File: src/rtl/fbsp_pkg.sv
// ----------------------------------------------------------------------------
// fbsp_pkg: shared types and tables for the five-bit symbol packer
// Alphabet lookup, beat counts per group, and the job record that travels
// from the front end to the back end.
// ----------------------------------------------------------------------------
package fbsp_pkg;

   localparam int unsigned SYM_W          = 5;
   localparam int unsigned BYTE_W         = 8;
   localparam int unsigned GROUP_W        = 40;
   localparam int unsigned SYMS_PER_GROUP = 8;
   localparam int unsigned BYTES_PER_GROUP = 5;
   localparam int unsigned ALPHABET_SIZE  = 28;

   localparam logic MODE_ENCODE = 1'b0;
   localparam logic MODE_DECODE = 1'b1;

   // letter c of the alphabet sits at bits [8*(27-c) +: 8]
   localparam logic [8*ALPHABET_SIZE-1:0] ALPHABET_STR = "ABCDEFGHIJKLMNOPQRSTUVWYZX*-";

   typedef struct packed {
      logic [GROUP_W-1:0] bits;
      logic [3:0]         n_out;  // beats to emit, 1..8
      logic               mode;
      logic               last;
   } job_type;

   typedef struct packed {
      logic full;
      logic empty;
   } q_status_type;

   // unknown characters map to code 0
   function automatic logic [SYM_W-1:0] code_of(input logic [BYTE_W-1:0] ch);
      logic [SYM_W-1:0] code;
      logic             found;
      code  = '0;
      found = 1'b0;
      for (int i = 0; i < ALPHABET_SIZE; i++) begin
         if (!found && ALPHABET_STR[8*(ALPHABET_SIZE-1-i) +: 8] == ch) begin
            code  = SYM_W'(i);
            found = 1'b1;
         end
      end
      return code;
   endfunction

   // codes past the alphabet decode to NUL
   function automatic logic [BYTE_W-1:0] char_of(input logic [SYM_W-1:0] code);
      logic [SYM_W-1:0] pos;
      pos = SYM_W'(ALPHABET_SIZE - 1) - code;
      if (code < SYM_W'(ALPHABET_SIZE)) begin
         return ALPHABET_STR[{pos, 3'b000} +: 8];
      end
      return '0;
   endfunction

   // ceil(5n/8)
   function automatic logic [3:0] enc_beats(input logic [3:0] n);
      logic [3:0] r;
      unique case (n)
         4'd1:    r = 4'd1;
         4'd2:    r = 4'd2;
         4'd3:    r = 4'd2;
         4'd4:    r = 4'd3;
         4'd5:    r = 4'd4;
         4'd6:    r = 4'd4;
         4'd7:    r = 4'd5;
         4'd8:    r = 4'd5;
         default: r = 4'd0;
      endcase
      return r;
   endfunction

   // floor(8k/5)
   function automatic logic [3:0] dec_beats(input logic [3:0] k);
      logic [3:0] r;
      unique case (k)
         4'd1:    r = 4'd1;
         4'd2:    r = 4'd3;
         4'd3:    r = 4'd4;
         4'd4:    r = 4'd6;
         4'd5:    r = 4'd8;
         default: r = 4'd0;
      endcase
      return r;
   endfunction

endpackage

File: src/rtl/fbsp_front.sv
// ----------------------------------------------------------------------------
// fbsp_front: input side of the packer
// Holds the mode register, classifies each beat and builds the group; a full
// group or a last beat becomes a job for the queue.
// ----------------------------------------------------------------------------
module fbsp_front (
   input  logic                    clock,
   input  logic                    reset,
   input  logic                    csr_wen,
   input  logic                    csr_wdata,
   input  logic                    req_valid,
   output logic                    req_stall,
   input  logic [7:0]              req_byte,
   input  logic                    req_last,
   input  fbsp_pkg::q_status_type  q_status,
   output logic                    push,
   output fbsp_pkg::job_type       push_job
);
   import fbsp_pkg::*;

   logic               mode_ff, mode_in;
   logic [GROUP_W-1:0] bits_ff, bits_in;
   logic [3:0]         count_ff, count_in;

   logic               accept;
   logic [3:0]         limit;
   logic [3:0]         cur_count;
   logic [GROUP_W-1:0] cur_bits;
   logic [GROUP_W-1:0] new_bits;
   logic [3:0]         new_count;
   logic [5:0]         shift;
   logic               flush;

   assign req_stall = q_status.full;
   assign accept    = req_valid && !req_stall;

   always_comb begin
      limit     = (mode_ff == MODE_DECODE) ? 4'(BYTES_PER_GROUP) : 4'(SYMS_PER_GROUP);
      // a count at or past the limit restarts the group
      cur_count = (count_ff >= limit) ? 4'd0 : count_ff;
      cur_bits  = (count_ff >= limit) ? '0 : bits_ff;
      if (mode_ff == MODE_DECODE) begin
         shift    = 6'd32 - {cur_count[2:0], 3'b000};
         new_bits = cur_bits | ({32'b0, req_byte} << shift);
      end else begin
         shift    = 6'd35 - (6'(cur_count) * 6'd5);
         new_bits = cur_bits | ({35'b0, code_of(req_byte)} << shift);
      end
      new_count = cur_count + 4'd1;
      flush     = (new_count == limit) || req_last;
   end

   assign push           = accept && flush;
   assign push_job.bits  = new_bits;
   assign push_job.n_out = (mode_ff == MODE_DECODE) ? dec_beats(new_count)
                                                    : enc_beats(new_count);
   assign push_job.mode  = mode_ff;
   assign push_job.last  = req_last;

   always_comb begin
      mode_in  = mode_ff;
      bits_in  = bits_ff;
      count_in = count_ff;
      if (csr_wen) begin
         mode_in  = csr_wdata;
         bits_in  = '0;
         count_in = '0;
      end else if (accept) begin
         bits_in  = flush ? '0 : new_bits;
         count_in = flush ? 4'd0 : new_count;
      end
   end

   always_ff @(posedge clock) begin
      if (reset) begin
         mode_ff  <= MODE_ENCODE;
         bits_ff  <= '0;
         count_ff <= '0;
      end else begin
         mode_ff  <= mode_in;
         bits_ff  <= bits_in;
         count_ff <= count_in;
      end
   end

endmodule

File: src/rtl/fbsp_queue.sv
// ----------------------------------------------------------------------------
// fbsp_queue: short job queue between front and back end
// Register-based FIFO with combinational head.
// ----------------------------------------------------------------------------
module fbsp_queue #(
   parameter int unsigned DEPTH = 2
) (
   input  logic                    clock,
   input  logic                    reset,
   input  logic                    push,
   input  fbsp_pkg::job_type       push_job,
   input  logic                    pop,
   output fbsp_pkg::job_type       head_job,
   output fbsp_pkg::q_status_type  q_status
);
   import fbsp_pkg::*;

   localparam int unsigned PTR_W = (DEPTH > 1) ? $clog2(DEPTH) : 1;
   localparam int unsigned CNT_W = $clog2(DEPTH + 1);

   job_type           entry_ff [DEPTH];
   logic [PTR_W-1:0]  wr_ptr_ff, wr_ptr_in;
   logic [PTR_W-1:0]  rd_ptr_ff, rd_ptr_in;
   logic [CNT_W-1:0]  count_ff, count_in;

   function automatic logic [PTR_W-1:0] next_ptr(input logic [PTR_W-1:0] p);
      return (p == PTR_W'(DEPTH - 1)) ? '0 : p + PTR_W'(1);
   endfunction

   assign q_status.full  = (count_ff == CNT_W'(DEPTH));
   assign q_status.empty = (count_ff == '0);
   assign head_job       = entry_ff[rd_ptr_ff];

   always_comb begin
      wr_ptr_in = push ? next_ptr(wr_ptr_ff) : wr_ptr_ff;
      rd_ptr_in = pop ? next_ptr(rd_ptr_ff) : rd_ptr_ff;
      count_in  = count_ff;
      if (push && !pop) begin
         count_in = count_ff + CNT_W'(1);
      end else if (pop && !push) begin
         count_in = count_ff - CNT_W'(1);
      end
   end

   always_ff @(posedge clock) begin
      if (reset) begin
         wr_ptr_ff <= '0;
         rd_ptr_ff <= '0;
         count_ff  <= '0;
      end else begin
         wr_ptr_ff <= wr_ptr_in;
         rd_ptr_ff <= rd_ptr_in;
         count_ff  <= count_in;
      end
   end

   always_ff @(posedge clock) begin
      if (push) begin
         entry_ff[wr_ptr_ff] <= push_job;
      end
   end

endmodule

File: src/rtl/fbsp_back.sv
// ----------------------------------------------------------------------------
// fbsp_back: output side of the packer
// Takes one job at a time and walks its beats into the output register,
// one beat per cycle while the receiver does not stall.
// ----------------------------------------------------------------------------
module fbsp_back (
   input  logic                    clock,
   input  logic                    reset,
   input  fbsp_pkg::job_type       head_job,
   input  fbsp_pkg::q_status_type  q_status,
   output logic                    pop,
   output logic                    rsp_valid,
   input  logic                    rsp_stall,
   output logic [7:0]              rsp_byte,
   output logic                    rsp_last
);
   import fbsp_pkg::*;

   job_type     job_ff, job_in;
   logic        active_ff, active_in;
   logic [2:0]  idx_ff, idx_in;
   logic        valid_ff, valid_in;
   logic [7:0]  byte_ff, byte_in;
   logic        last_ff, last_in;

   logic        can_load;
   logic        emit;
   logic        final_beat;
   logic [7:0]  beat_byte;

   function automatic logic [7:0] enc_byte(input logic [GROUP_W-1:0] b,
                                           input logic [2:0] i);
      logic [7:0] r;
      unique case (i)
         3'd0:    r = b[39:32];
         3'd1:    r = b[31:24];
         3'd2:    r = b[23:16];
         3'd3:    r = b[15:8];
         default: r = b[7:0];
      endcase
      return r;
   endfunction

   function automatic logic [SYM_W-1:0] dec_code(input logic [GROUP_W-1:0] b,
                                                 input logic [2:0] i);
      logic [SYM_W-1:0] r;
      unique case (i)
         3'd0:    r = b[39:35];
         3'd1:    r = b[34:30];
         3'd2:    r = b[29:25];
         3'd3:    r = b[24:20];
         3'd4:    r = b[19:15];
         3'd5:    r = b[14:10];
         3'd6:    r = b[9:5];
         default: r = b[4:0];
      endcase
      return r;
   endfunction

   assign can_load   = !valid_ff || !rsp_stall;
   assign emit       = active_ff && can_load;
   assign final_beat = ({1'b0, idx_ff} == job_ff.n_out - 4'd1);
   assign pop        = !q_status.empty && (!active_ff || (emit && final_beat));
   assign beat_byte  = (job_ff.mode == MODE_DECODE) ? char_of(dec_code(job_ff.bits, idx_ff))
                                                    : enc_byte(job_ff.bits, idx_ff);

   always_comb begin
      job_in    = job_ff;
      active_in = active_ff;
      idx_in    = idx_ff;
      if (pop) begin
         job_in    = head_job;
         active_in = 1'b1;
         idx_in    = '0;
      end else if (emit && final_beat) begin
         active_in = 1'b0;
      end else if (emit) begin
         idx_in = idx_ff + 3'd1;
      end
   end

   always_comb begin
      valid_in = valid_ff;
      byte_in  = byte_ff;
      last_in  = last_ff;
      if (can_load) begin
         valid_in = emit;
         byte_in  = beat_byte;
         last_in  = job_ff.last && final_beat;
      end
   end

   always_ff @(posedge clock) begin
      if (reset) begin
         active_ff <= 1'b0;
         valid_ff  <= 1'b0;
      end else begin
         active_ff <= active_in;
         valid_ff  <= valid_in;
      end
   end

   always_ff @(posedge clock) begin
      job_ff  <= job_in;
      idx_ff  <= idx_in;
      byte_ff <= byte_in;
      last_ff <= last_in;
   end

   assign rsp_valid = valid_ff;
   assign rsp_byte  = byte_ff;
   assign rsp_last  = last_ff;

endmodule

File: src/rtl/five_bit_symbol_packer.sv
// ----------------------------------------------------------------------------
// five_bit_symbol_packer: 5-bit protein alphabet packer / unpacker
// Encode: eight characters in, five packed bytes out. Decode: five bytes in,
// eight characters out. First symbol goes to the most significant bits.
// ----------------------------------------------------------------------------
//
//   channel  dir  handshake          payload
//   req      in   req_valid/stall    req_byte, req_last
//   rsp      out  rsp_valid/stall    rsp_byte, rsp_last
//   csr      in   csr_wen            csr_wdata (mode)
//
// Front end takes one req beat per cycle and stalls only while the job
// queue is full. Back end emits one rsp beat per cycle unless rsp_stall
// holds it, so a group yields five (encode) or eight (decode) output
// beats; in decode the back end sets the sustained rate.
// A closing beat passes the queue entry, job register and output register.
// Synchronous active-high reset empties queue and output, mode = encode.
// A csr write drops any partial group.
// ----------------------------------------------------------------------------
module five_bit_symbol_packer #(
   parameter int unsigned QUEUE_DEPTH = 2
) (
   input  logic        clock,
   input  logic        reset,
   input  logic        csr_wen,
   input  logic        csr_wdata,
   input  logic        req_valid,
   output logic        req_stall,
   input  logic [7:0]  req_byte,
   input  logic        req_last,
   output logic        rsp_valid,
   input  logic        rsp_stall,
   output logic [7:0]  rsp_byte,
   output logic        rsp_last
);
   import fbsp_pkg::*;

   // front -> queue
   logic         push;
   job_type      push_job;
   // queue -> back
   logic         pop;
   job_type      head_job;
   q_status_type q_status;

   fbsp_front u_front (
      .clock     (clock),
      .reset     (reset),
      .csr_wen   (csr_wen),
      .csr_wdata (csr_wdata),
      .req_valid (req_valid),
      .req_stall (req_stall),
      .req_byte  (req_byte),
      .req_last  (req_last),
      .q_status  (q_status),
      .push      (push),
      .push_job  (push_job)
   );

   // jobs decouple input grouping from output beat sequencing
   fbsp_queue #(
      .DEPTH (QUEUE_DEPTH)
   ) u_queue (
      .clock    (clock),
      .reset    (reset),
      .push     (push),
      .push_job (push_job),
      .pop      (pop),
      .head_job (head_job),
      .q_status (q_status)
   );

   fbsp_back u_back (
      .clock     (clock),
      .reset     (reset),
      .head_job  (head_job),
      .q_status  (q_status),
      .pop       (pop),
      .rsp_valid (rsp_valid),
      .rsp_stall (rsp_stall),
      .rsp_byte  (rsp_byte),
      .rsp_last  (rsp_last)
   );

   // never push into a full queue
   a_no_push_full: assert property (@(posedge clock) disable iff (reset)
      !(push && q_status.full))
      else $error("job pushed into full queue");

   // never pop an empty queue
   a_no_pop_empty: assert property (@(posedge clock) disable iff (reset)
      !(pop && q_status.empty))
      else $error("job popped from empty queue");

   // every job carries at least one beat
   a_job_nonempty: assert property (@(posedge clock) disable iff (reset)
      push |-> (push_job.n_out != 4'd0))
      else $error("job with no beats");

   // a job pushed into an empty queue is not lost: the queue holds it or the back end pops it
   a_push_reaches_pop: assert property (@(posedge clock) disable iff (reset)
      push && q_status.empty |=> !q_status.empty || pop || $past(pop))
      else $error("pushed job lost");

endmodule

File: config.mk
export PLATFORM = sky130hd
export DESIGN_NAME = five_bit_symbol_packer
export DESIGN_NICKNAME = d
export VERILOG_FILES = /design/src/rtl/fbsp_pkg.sv /design/src/rtl/fbsp_front.sv /design/src/rtl/fbsp_queue.sv /design/src/rtl/fbsp_back.sv /design/src/rtl/five_bit_symbol_packer.sv
export SDC_FILE = /design/constraint.sdc
export NUM_CORES = 1
export LEC_CHECK = 0
export BUFFER_PORTS_ARGS = -buffer_cell sky130_fd_sc_hd__buf_2
export CORE_MARGIN = 1.5
export CORE_UTILIZATION = 63
export DETAILED_ROUTE_END_ITERATION = 8
export PLACE_DENSITY = 0.8
export SYNTH_ARGS = -nofsm -noshare
export SYNTH_HDL_FRONTEND = slang
export SYNTH_SLANG_ARGS = --single-unit
File: constraint.sdc
create_clock -name clock -period 8.77 [get_ports clock]
set_clock_uncertainty 0.1 [all_clocks]
set_input_delay 0.877 -clock clock [delete_from_list [all_inputs] [get_ports clock]]
set_output_delay 0.877 -clock clock [all_outputs]
set_load 0.02 [all_outputs]
==> results.yml <==
global_route:
  grt_pass1_vias: 6988
  antenna_found_initial: 0
  grt_max_degree: 51
  grt_usage_pct: 29.04
  grt_overflow: 0
  grt_pass1_wl_mm: 38.01
min_path:
  min_from: "u_front.bits_ff[16]"
  hold_class: "reg -> reg"
  holdPathStages: 2
  worstHoldEndpoint: "u_front.bits_ff[16]"
die:
  placementRows: 46
  dieArea_um2: 17110
  die_w_um: 130.8
  io_pins: 26
  die_y_um: 130.8
  core_um2: 15940
  start_util_pct: 64.54
pwr:
  clkPwrFrac_pct: 28.6
  p_per_area_nw_per_um2: 283.2
  internal-power_mw: 2.154
  p_total_mw: 3.167
  p_switching_mw: 1.013
  p_sw_share_pct: 31.98
  vdd_drop_max_mv: 0.1917
  pwr-share-seq_pct: 43.9
  p_leak_nw: 3.804
  combPwrFrac_pct: 27.5
synth:
  avgSynthCellArea_um2: 11.88
  yosys.area_share.simple_pct: 9.776
  synth_area_um2: 10290
  synth_compound_area_share_pct: 21.38
  yosysWarnings: 0
  synth_top_family_by_area: "compound AO/OA/AOI/OAI gates"
  synthFlopType: "edfxtp_1"
  synth_edf_count: 147
  synth_xor_area_share_pct: 1.265
  syn-num-nets: 906
  synthesis.instances: 866
  synthDistinctLibCells: 96
  synthAdderAreaFrac_pct: 3.210
  seq_area_frac_synth_pct: 53.40
  synthMuxAreaShare_pct: 7.174
  yosys_register_bits: 201
  ys_async_sr_fraction_pct: 0
critical_path:
  arrival_ns: 6.10
  crit_chain: "clkinv_1 > ha_1 > or4b_1 > a21oi_4 > buf_4 > nand2_1 > inv_1 > ha_1 > fa_1 > xnor2_1 > nor2_1 > o2111ai_1 > and2_1 > nor2_1 > a222oi_1 > o21ai_0"
  path_buf_inv: 3
  path_class: "reg -> reg"
  reg2regPathDepth: 16
  critical_path.max_stage_delay_ns: 0.70
  r2r-start: "u_front.mode_ff"
  end_kind: "flip-flop"
  critical_path.max_fanout: 47
  crit_cells: 16
  reg2reg_to: "u_queue.entry_ff[0][16]"
  crit_family: "adder cells"
  startpoint_type: "flip-flop"
  cp.required_ns: 8.87
  worst_path_max_delay_cell: "dfxtp_1"
  rrSetupSlack_ns: 2.78
clock_network:
  clock_path_buffers: 3
  root_buffer: "clkbuf_16"
  path_clk_slew_ns: 0.06
  cts_max_level: 1
  clkSinkCount: 201
  cts_tree: "built"
  cts_hold_buffers: 0
  cts_buffers: 21
  cts-resized-gates: 0
  cts_setup_buffers: 0
  clk_latency_ns: 0.49
finish:
  antenna_cells: 0
  layoutNonFillerInstCount: 1092
  final_nets: 902
  utilization_pct: 70.14
  syn_to_final_growth_pct: 8.670
  nFillCells: 1101
  layout-drive-gt1-share_pct: 19.75
timing:
  rsz0062_at_grt: "no"
  max_freq_mhz: 166.9
  post-route-period-util_pct: 68.34
  layout_min_cycle_time_ns: 5.993
  finalSetupViolations: 0
  drv_slew: 0
  final.setup.worst_slack_ns: 2.777
  slew_headroom_pct: 21.03
  hold_violations: 0
  tns_ns: 0
  worst_pin_slew_ns: 1.185
detailed_routing:
  vias_per_cell: 6.760
  dr.first_iter.drc_count: 859
  wl_per_cell_um: 22.20
  vias: 7382
  antenna_left: 0
  dr.pass1.iters: 6
  routed_wl_mm: 24.24
  drcViolationCount: 0
place:
  io_buffers: 25
  dp_hpwl_mm: 16.92
  post-place-cells: 1055
  gp_congestion: 0.9762
  pre_cts_ws_ns: 2.862
outcome:
  status: "complete, no violations"
flow_run:
  drv_cap: 0
cell usage in the layout, fill, tap and decap left out, types with 8 or more instances in the layout:
| cell type | Yosys | final |
|---|---|---|
| clkbuf_16 | 0 | 21 |
| o211ai_1 | 9 | 9 |
| a22o_1 | 20 | 20 |
| a21oi_1 | 30 | 28 |
| o21ai_1 | 30 | 30 |
| nand2b_1 | 11 | 11 |
| nor2_1 | 47 | 47 |
| a22oi_1 | 53 | 53 |
| edfxtp_1 | 147 | 147 |
| nand2_1 | 33 | 33 |
| mux2_2 | 56 | 56 |
| a222oi_1 | 8 | 8 |
| dfxtp_1 | 54 | 53 |
| buf_2 | 21 | 25 |
| o22ai_1 | 11 | 11 |
| ha_1 | 24 | 24 |
| nand3_1 | 14 | 14 |
| nor3_1 | 14 | 13 |
| o21ai_0 | 23 | 23 |
| inv_1 | 28 | 28 |
worst max-delay path by stage:
stage	from	slack (ns)	end
floorplan	u_front.count_ff[0]	1.56	u_queue.entry_ff[0][0]
global placement	u_front.mode_ff	3.01	u_queue.entry_ff[0][8]
detailed placement	u_front.mode_ff	2.86	u_queue.entry_ff[0][16]
CTS	u_front.mode_ff	2.84	u_queue.entry_ff[0][16]
global route	u_front.mode_ff	2.35	u_queue.entry_ff[0][8]
finish	u_front.mode_ff	2.78	u_queue.entry_ff[0][16]
synthesized netlist by cell type (all sizes together), types with 8 or more instances:
| master | number | area [um^2] |
|---|---|---|
| a211oi | 8 | 80.08 |
| a21oi | 32 | 167.7 |
| a222oi | 8 | 80.08 |
| a22o | 20 | 175.2 |
| a22oi | 53 | 397.9 |
| a31oi | 8 | 56.30 |
| buf | 29 | 165.2 |
| clkbuf | 28 | 105.1 |
| dfxtp | 54 | 1081 |
| edfxtp | 147 | 4414 |
| ha | 24 | 300.3 |
| inv | 30 | 112.6 |
| mux2 | 57 | 645.6 |
| mux2i | 8 | 92.59 |
| nand2 | 34 | 130.1 |
| nand2b | 11 | 68.82 |
| nand3 | 15 | 80.08 |
| nor2 | 47 | 176.4 |
| nor3 | 14 | 70.07 |
| o211ai | 12 | 105.1 |
| o21ai | 57 | 300.3 |
| o22ai | 12 | 81.33 |
| o31ai | 8 | 65.06 |
| or2 | 8 | 50.05 |
| or3 | 8 | 60.06 |
registers in the layout (all words and copies together) (netlist names):
register / cells
u_back.rsp_byte: 8
u_front.bits_ff: 40
u_front.mode_ff: 1
u_queue.rd_ptr_ff: 1
u_queue.entry_ff: 92
u_back.rsp_valid: 1
u_back.active_ff: 1
u_front.count_ff: 4
u_back.rsp_last: 1
u_queue.count_ff: 2
u_back.job_ff: 46
u_queue.wr_ptr_ff: 1
u_back.idx_ff: 3
worst reg2reg max path: stages (launching register included):
cell and delay [ns]:
dfxtp_1 0.70, clkinv_1 0.42, ha_1 0.37, or4b_1 0.59, a21oi_4 0.14, buf_4 0.47, nand2_1 0.16, inv_1 0.11
ha_1 0.42, fa_1 0.55, xnor2_1 0.39, nor2_1 0.13, o2111ai_1 0.16, and2_1 0.35, nor2_1 0.11, a222oi_1 0.37
o21ai_0 0.20
metrics by stage:
stage          hold WS (ns)  cell area, um^2
3_5_place_dp         0.3532            10480
6_report             0.3754            11180
2_1_floorplan        0.3160            10290
3_3_place_gp         0.3250            10480
5_1_grt              0.3749            11180
4_1_cts              0.3650            11180
layer usage:
layer	up-vias	global-route usage, %	part of all wire (%)
li1	3413	-	-
met5	-	0	0
met4	0	14.87	4.5
met3	83	4.112	6.5
met2	333	46.28	46
met1	3553	39.20	43
cell families after synthesis:
kind of cell	count (synthesis)
compound gates	290
flops	201
simple gates	181
buf+inv	89
mux	65
fa+ha+maj	26
xor+xnor	14
power by group through the flow:
stage          logic [mW]  clock network [mW]  registers, mW
2_1_floorplan       0.677                   0           1.35
3_3_place_gp        0.825                   0           1.40
3_5_place_dp        0.857                   0           1.41
4_1_cts             0.863               0.915           1.39
5_1_grt             0.957               0.951           1.41
6_report            0.870               0.906           1.39
final cells by class:
cell class / instances / area [um^2] / share of cell area (%)
inverter: 32 / 120.1 / 1.074
tap: 216 / 270.3 / 2.417
timing repair buffer: 30 / 162.7 / 1.455
multi-input combinational: 576 / 4427 / 39.59
clock inverter: 8 / 120.1 / 1.074
clock buffer: 29 / 585.6 / 5.237
sequential: 201 / 5497 / 49.16
Note: power is estimated with default switching activity, not from simulation.
